===== src/tcps_pkg.sv =====
// ----------------------------------------------------------------------------
// tcps_pkg
// Shared types, constants and helpers for the tile collision physics step.
// ----------------------------------------------------------------------------
package tcps_pkg;

   localparam int MAP_WIDTH_DEF  = 64;
   localparam int MAP_HEIGHT_DEF = 64;
   localparam int FRAC_BITS_DEF  = 16;

   localparam logic [31:0] POS_X_RESET = 32'd655360;
   localparam logic [31:0] POS_Y_RESET = 32'd327680;

   localparam logic [16:0] DAMP_RESET  = 17'd65536;
   localparam logic [30:0] TERM_RESET  = 31'd1310720;
   localparam logic [22:0] BOX_RESET   = 23'd65536;

   // register indexes
   localparam logic [2:0] REG_DAMP  = 3'd0;
   localparam logic [2:0] REG_TERM  = 3'd1;
   localparam logic [2:0] REG_ACCX  = 3'd2;
   localparam logic [2:0] REG_ACCY  = 3'd3;
   localparam logic [2:0] REG_BOXW  = 3'd4;
   localparam logic [2:0] REG_BOXH  = 3'd5;

   localparam logic FUNC_FILL = 1'b0;
   localparam logic FUNC_STEP = 1'b1;

   // controller states
   typedef enum logic [3:0] {
      ST_CLEAR,
      ST_IDLE,
      ST_FILL,
      ST_KIN,
      ST_CLAMP,
      ST_RES_INIT,
      ST_PROBE,
      ST_APPLY,
      ST_STORE,
      ST_OUT
   } state_type;

   // kinematics micro-ops, one multiply each
   typedef enum logic [3:0] {
      K_VX_DIR,
      K_HX1,
      K_HY1,
      K_MX,
      K_MY,
      K_HX2,
      K_HY2,
      K_DAMP,
      K_NONE
   } kop_type;

   // controller to datapath
   typedef struct packed {
      logic       clr_step;
      logic       fill_start;
      logic       fill_step;
      logic       load_step;
      kop_type    kop;
      logic       clamp;
      logic       res_init;    // start of a resolve pass
      logic       probe;       // look up one corner
      logic [1:0] probe_sel;
      logic [1:0] phase;       // 0 y edge, 1 x edge, 2 corners
      logic       apply;
      logic       second_pass;
      logic       store;
   } cmd_type;

   // datapath to controller
   typedef struct packed {
      logic clr_done;
      logic fill_done;
   } sts_type;

   function automatic logic signed [31:0] sat32(input logic signed [65:0] v);
      if (v > 66'sd2147483647)       return 32'sh7fffffff;
      else if (v < -66'sd2147483648) return 32'sh80000000;
      else                           return v[31:0];
   endfunction

endpackage


===== src/tcps_ctrl.sv =====
// ----------------------------------------------------------------------------
// tcps_ctrl
// Sequencer: clear pass, fill sweep, kinematics ops, two resolve passes.
// ----------------------------------------------------------------------------
module tcps_ctrl
   import tcps_pkg::*;
(
   input  logic    clock,
   input  logic    reset,
   input  logic    req_valid,
   input  logic    req_func,
   input  logic    req_physics_on,
   output logic    req_ready,
   output logic    rsp_valid,
   input  logic    rsp_ready,
   input  sts_type sts,
   output cmd_type cmd
);

   state_type state_ff, state_in;
   kop_type   kop_ff, kop_in;
   logic      phys_ff, phys_in;
   logic [1:0] phase_ff, phase_in;
   logic [1:0] sel_ff, sel_in;
   logic       pass_ff, pass_in;

   // next-op sequence for kinematics
   function automatic kop_type next_kop(input kop_type k, input logic ph);
      case (k)
         K_VX_DIR: return K_HY1;
         K_HX1:    return K_HY1;
         K_HY1:    return K_MX;
         K_MX:     return K_MY;
         K_MY:     return ph ? K_HX2 : K_NONE;
         K_HX2:    return K_HY2;
         K_HY2:    return K_DAMP;
         K_DAMP:   return K_NONE;
         default:  return K_NONE;
      endcase
   endfunction

   // next state
   always_comb begin
      state_in = state_ff;
      kop_in   = kop_ff;
      phys_in  = phys_ff;
      phase_in = phase_ff;
      sel_in   = sel_ff;
      pass_in  = pass_ff;
      case (state_ff)
         ST_CLEAR: if (sts.clr_done) state_in = ST_IDLE;
         ST_IDLE: begin
            if (req_valid) begin
               if (req_func == FUNC_FILL) begin
                  state_in = ST_FILL;
               end else begin
                  state_in = ST_KIN;
                  phys_in  = req_physics_on;
                  kop_in   = req_physics_on ? K_HX1 : K_VX_DIR;
               end
            end
         end
         ST_FILL: if (sts.fill_done) state_in = ST_OUT;
         ST_KIN: begin
            kop_in = next_kop(kop_ff, phys_ff);
            if (next_kop(kop_ff, phys_ff) == K_NONE) state_in = ST_CLAMP;
         end
         ST_CLAMP: begin
            state_in = ST_RES_INIT;
            pass_in  = 1'b0;
         end
         ST_RES_INIT: begin
            state_in = ST_PROBE;
            phase_in = 2'd0;
            sel_in   = 2'd0;
         end
         ST_PROBE: begin
            sel_in = sel_ff + 2'd1;
            if (sel_ff == 2'd3) state_in = ST_APPLY;
         end
         ST_APPLY: begin
            sel_in = 2'd0;
            if (phase_ff == 2'd2) begin
               if (pass_ff) begin
                  state_in = ST_STORE;
               end else begin
                  pass_in  = 1'b1;
                  state_in = ST_RES_INIT;
               end
            end else begin
               phase_in = phase_ff + 2'd1;
               state_in = ST_PROBE;
            end
         end
         ST_STORE: state_in = ST_OUT;
         ST_OUT:   if (rsp_ready) state_in = ST_IDLE;
         default:  state_in = ST_IDLE;
      endcase
   end

   // outputs
   always_comb begin
      cmd             = '0;
      cmd.kop         = K_NONE;
      cmd.probe_sel   = sel_ff;
      cmd.phase       = phase_ff;
      cmd.second_pass = pass_ff;
      req_ready       = 1'b0;
      rsp_valid       = 1'b0;
      case (state_ff)
         ST_CLEAR: cmd.clr_step = 1'b1;
         ST_IDLE: begin
            req_ready      = 1'b1;
            cmd.fill_start = req_valid && (req_func == FUNC_FILL);
            cmd.load_step  = req_valid && (req_func == FUNC_STEP);
         end
         ST_FILL:     cmd.fill_step = 1'b1;
         ST_KIN:      cmd.kop = kop_ff;
         ST_CLAMP:    cmd.clamp = 1'b1;
         ST_RES_INIT: cmd.res_init = 1'b1;
         ST_PROBE:    cmd.probe = 1'b1;
         ST_APPLY:    cmd.apply = 1'b1;
         ST_STORE:    cmd.store = 1'b1;
         ST_OUT:      rsp_valid = 1'b1;
         default: ;
      endcase
   end

   always_ff @(posedge clock) begin
      if (reset) begin
         state_ff <= ST_CLEAR;
         kop_ff   <= K_NONE;
         phys_ff  <= 1'b0;
         phase_ff <= 2'd0;
         sel_ff   <= 2'd0;
         pass_ff  <= 1'b0;
      end else begin
         state_ff <= state_in;
         kop_ff   <= kop_in;
         phys_ff  <= phys_in;
         phase_ff <= phase_in;
         sel_ff   <= sel_in;
         pass_ff  <= pass_in;
      end
   end

endmodule


===== config.mk =====
export PLATFORM = sky130hd
export DESIGN_NAME = tcps_ctrl
export DESIGN_NICKNAME = d
export VERILOG_FILES = /design/src/tcps_pkg.sv /design/src/tcps_ctrl.sv
export SDC_FILE = /design/constraint.sdc
export NUM_CORES = 1
export LEC_CHECK = 0
export ABC_AREA = 1
export BUFFER_PORTS_ARGS = -buffer_cell sky130_fd_sc_hd__buf_2
export CAP_MARGIN = 20
export CELL_PAD_IN_SITES_DETAIL_PLACEMENT = 0
export CELL_PAD_IN_SITES_GLOBAL_PLACEMENT = 1
export CORE_ASPECT_RATIO = 1.25
export CORE_UTILIZATION = 35
export CTS_CLUSTER_DIAMETER = 150
export DETAILED_ROUTE_END_ITERATION = 8
export HOLD_SLACK_MARGIN = 0.05
export PLACE_DENSITY_LB_ADDON = 0.1
export SYNTH_ARGS = -nofsm -noshare
export SYNTH_HDL_FRONTEND = slang
export SYNTH_SLANG_ARGS = --single-unit

===== constraint.sdc =====
create_clock -name clock -period 1.53 [get_ports clock]
set_input_delay 0.0765 -clock clock [delete_from_list [all_inputs] [get_ports clock]]
set_output_delay 0.0765 -clock clock [all_outputs]
set_load 0.005 [all_outputs]

==> impl_results.md <==
- Ports: 28
- Net Sw Frac: 0.4785
- DIE AREA: 0.003231 mm^2
- Max-cap violations: 0
- Total GRT Usage: 0.1815
- Mapped Cells: 166
- Antenna cells: 0
- Initial Util: 0.3814
- Antenna-violating nets left: 0
- Net Sw Power: 0.8853 mW
- Kind of critical path: register to output port
- Final setup viols: 0
- Critical-path maximum fanout: 6
- Worst Hold Class: input port to register
- Final worst path period share: 0.9306
- Synthesized area per cell: 6.339 um^2
- Endpoints failing hold: 0
- Initial antenna violation count: 0
- Post-synthesis sequential area ratio: 0.2663
- Clk pin slew, worst setup/hold paths: 100 ps
- Total gr overflow: 0
- CTS max path bufs: 2
- Pwr Density: 1441 mW/mm^2
- Site Rows: 21
- Internal power: 0.9649 mW
- Fin nets: 207
- Critical Path Source Type: register
- Iteration count of the initial detailed-routing pass: 4
- Vias: 1102
- Fin Setup TNS: 0 ps
- Worst r2r src: state_ff[1]$_SDFFE_PP0P_
- CP endpoint: cmd[14]
- Vias in the first global route: ~1100
- FF+latch count, synth: 14
- Die Y: 63.31 um
- H-tree depth: 1
- Clock sinks: 14
- Post-CTS Repair Setup Buffers: 0
- CTS Buf Count: 3
- Critical Path Source: state_ff[0]$_SDFFE_PP0P_
- Skew final: about 3.3 ps
- Achievable Freq: 0.7023 GHz
- Worst-skew pair later-pin latency: 280 ps
- Worst vdd ir: 0.0005490 V
- GPL Wtd Cong: roughly 0.8
- Via-to-Cell Ratio: 4.791
- Final hold slack: around 80 ps
- Critical Path AT: 1350 ps
- Iter 0 DRT Violations: 11
- Clock power share: 0.150
- Worst slew pin tran: 329.8 ps
- CTS tree: yes
- DP HPWL: 2.143 mm
- Slew Limit Fails: 0
- Die W: around 51 um
- Relative slew slack: 0.7793
- Synth warnings: 0
- Largest net degree at the start of global routing: 9
- Root buffer cell: clkbuf_4
- RSZ-0062 raised after global routing: false
- Status: finished, final reports clean
- Syn Nets: 176
- Area growth, synth to finish: 22.00%
- Avg WL per Cell: 11.60 um
- Part of the power in registers: 0.297
- DRC: 0
- Mapped Area: 0.001052 mm^2
- Critical Path RT: approximately 1500 ps
- Reg2Reg Depth: 10
- Minimum clock period: between 1000 and 1500 ps
- Combinational power share: 0.553
- Routed wire length: 2.668 mm
- I/O Buffers: 27
- Area of the core: ~0.0028 mm^2
- Layout cell share with drive strength beyond 1: 0.2959
- R2r endpoint: state_ff[0]$_SDFFE_PP0P_
- Leak: about 0.67 nW
- FILL cells: around 310
- Distinct cells, synth: 26
- Crit path capture type: output port
- First-pass GRT wire length: around 4.5 mm
- Reg-to-reg slack, setup: 130 ps
critical path, cell delays in order (launching register included):
cell     delay (ps)
dfxtp_4         400
inv_2            60
nor2_2          160
nand2_4          90
nor2_4          110
nand2_1          90
inv_1            60
buf_2           100
kinds of logic (layout without fill, tap and decap cells):
group / Yosys count / count (layout) / share of synthesized area
simple gates: 98 / 98 / 0.4507
flops: 14 / 14 / 0.2664
compound gates: 22 / 22 / 0.1403
fa+ha+maj: 2 / 2 / 0.02378
buf+inv: 30 / 60 / 0.1189
area by class of cell:
type / count / area (um^2) / share of cell area
Tap cell: 34 / 42.54 / 0.03314
Inverter: 28 / 110.1 / 0.08577
Sequential cell: 14 / 285.3 / 0.2222
Timing Repair Buffer: 28 / 145.1 / 0.1131
Multi-Input combinational cell: 122 / 664.4 / 0.5175
Clock buffer: 4 / 36.28 / 0.02827
synthesized netlist by cell type (all sizes together):
master | number | share of area
a211oi | 2 | 0.019
a21oi | 13 | 0.069
a22oi | 1 | 0.0071
buf | 2 | 0.014
clkinv | 1 | 0.0083
dfxtp | 14 | 0.27
ha | 2 | 0.024
inv | 27 | 0.096
nand2 | 48 | 0.20
nand3 | 8 | 0.055
nand3b | 3 | 0.021
nor2 | 35 | 0.16
nor3 | 4 | 0.019
o2111ai | 1 | 0.0083
o211ai | 1 | 0.0071
o21ai | 4 | 0.030
metal layers:
layer / up-vias / track usage / part of all wire
met5: - / 0 / 0
met4: 0 / 0.08681 / 0.013
met3: 4 / 0.01932 / 0.031
met2: 21 / 0.3355 / 0.53
met1: 499 / 0.1968 / 0.42
li1: 578 / - / -
worst min-delay path by stage:
stage	startpoint	depth (start not counted)	slack (ps)	to
after floorplan	reset	1	150	kop_ff[1]$_SDFFE_PP0P_
after global placement	reset	2	350	pass_ff$_SDFFE_PP0P_
after detailed placement	reset	2	360	pass_ff$_SDFFE_PP0P_
after CTS	req_physics_on	3	70	kop_ff[0]$_SDFFE_PP0P_
after global routing	req_valid	3	110	phys_ff$_SDFFE_PP0P_
final	req_physics_on	3	80	kop_ff[0]$_SDFFE_PP0P_
what timing repair did:
action	in CTS	in global routing
pin swaps	1	1
hold buffers	1	0
gates resized for setup	3	5
endpoints found under the setup margin	2	5
gates cloned	0	0
endpoints found under the hold margin	2	0
sequential cells by signal, summed over array words and instances (netlist names):
| signal | flops |
|---|---|
| state_ff | 4 |
| phase_ff | 2 |
| pass_ff | 1 |
| phys_ff | 1 |
| sel_ff | 2 |
| kop_ff | 4 |
placed cells by master (no fill, tap or decap), types with 2 or more instances in the layout:
cell type and count:
nor2_2 2, nand2_4 4, nand3b_1 3, dfxtp_1 12, a21oi_1 11, nand3_1 6, nor2_1 28, ha_1 2
nor2_4 5, buf_2 27, o21ai_0 3, inv_2 4, clkbuf_4 3, nand2_2 3, a21oi_2 2, inv_1 23
nor3_1 4, nand2_1 41
per-stage QoR:
step                      setup slack, ps  total power [mW]    util  area [um^2]  instances
after global placement              99.66             1.531  0.4404         1215        225
final                               106.1             1.850  0.4653         1284        230
after floorplan                     307.0             1.275       -         1052        166
after global routing                2.962             2.028  0.4653         1284        230
after CTS                           15.00             1.829  0.4603         1270        230
after detailed placement            77.32             1.527  0.4404         1215        225
power by group through the flow:
stage | sequential (mW) | clock, mW | combinational, mW
final | 0.549 | 0.278 | 1.02
after global routing | 0.565 | 0.298 | 1.17
after CTS | 0.535 | 0.286 | 1.01
after detailed placement | 0.536 | 0 | 0.992
after global placement | 0.533 | 0 | 0.999
after floorplan | 0.521 | 0 | 0.753
Note: power is estimated with default switching activity, not from simulation.
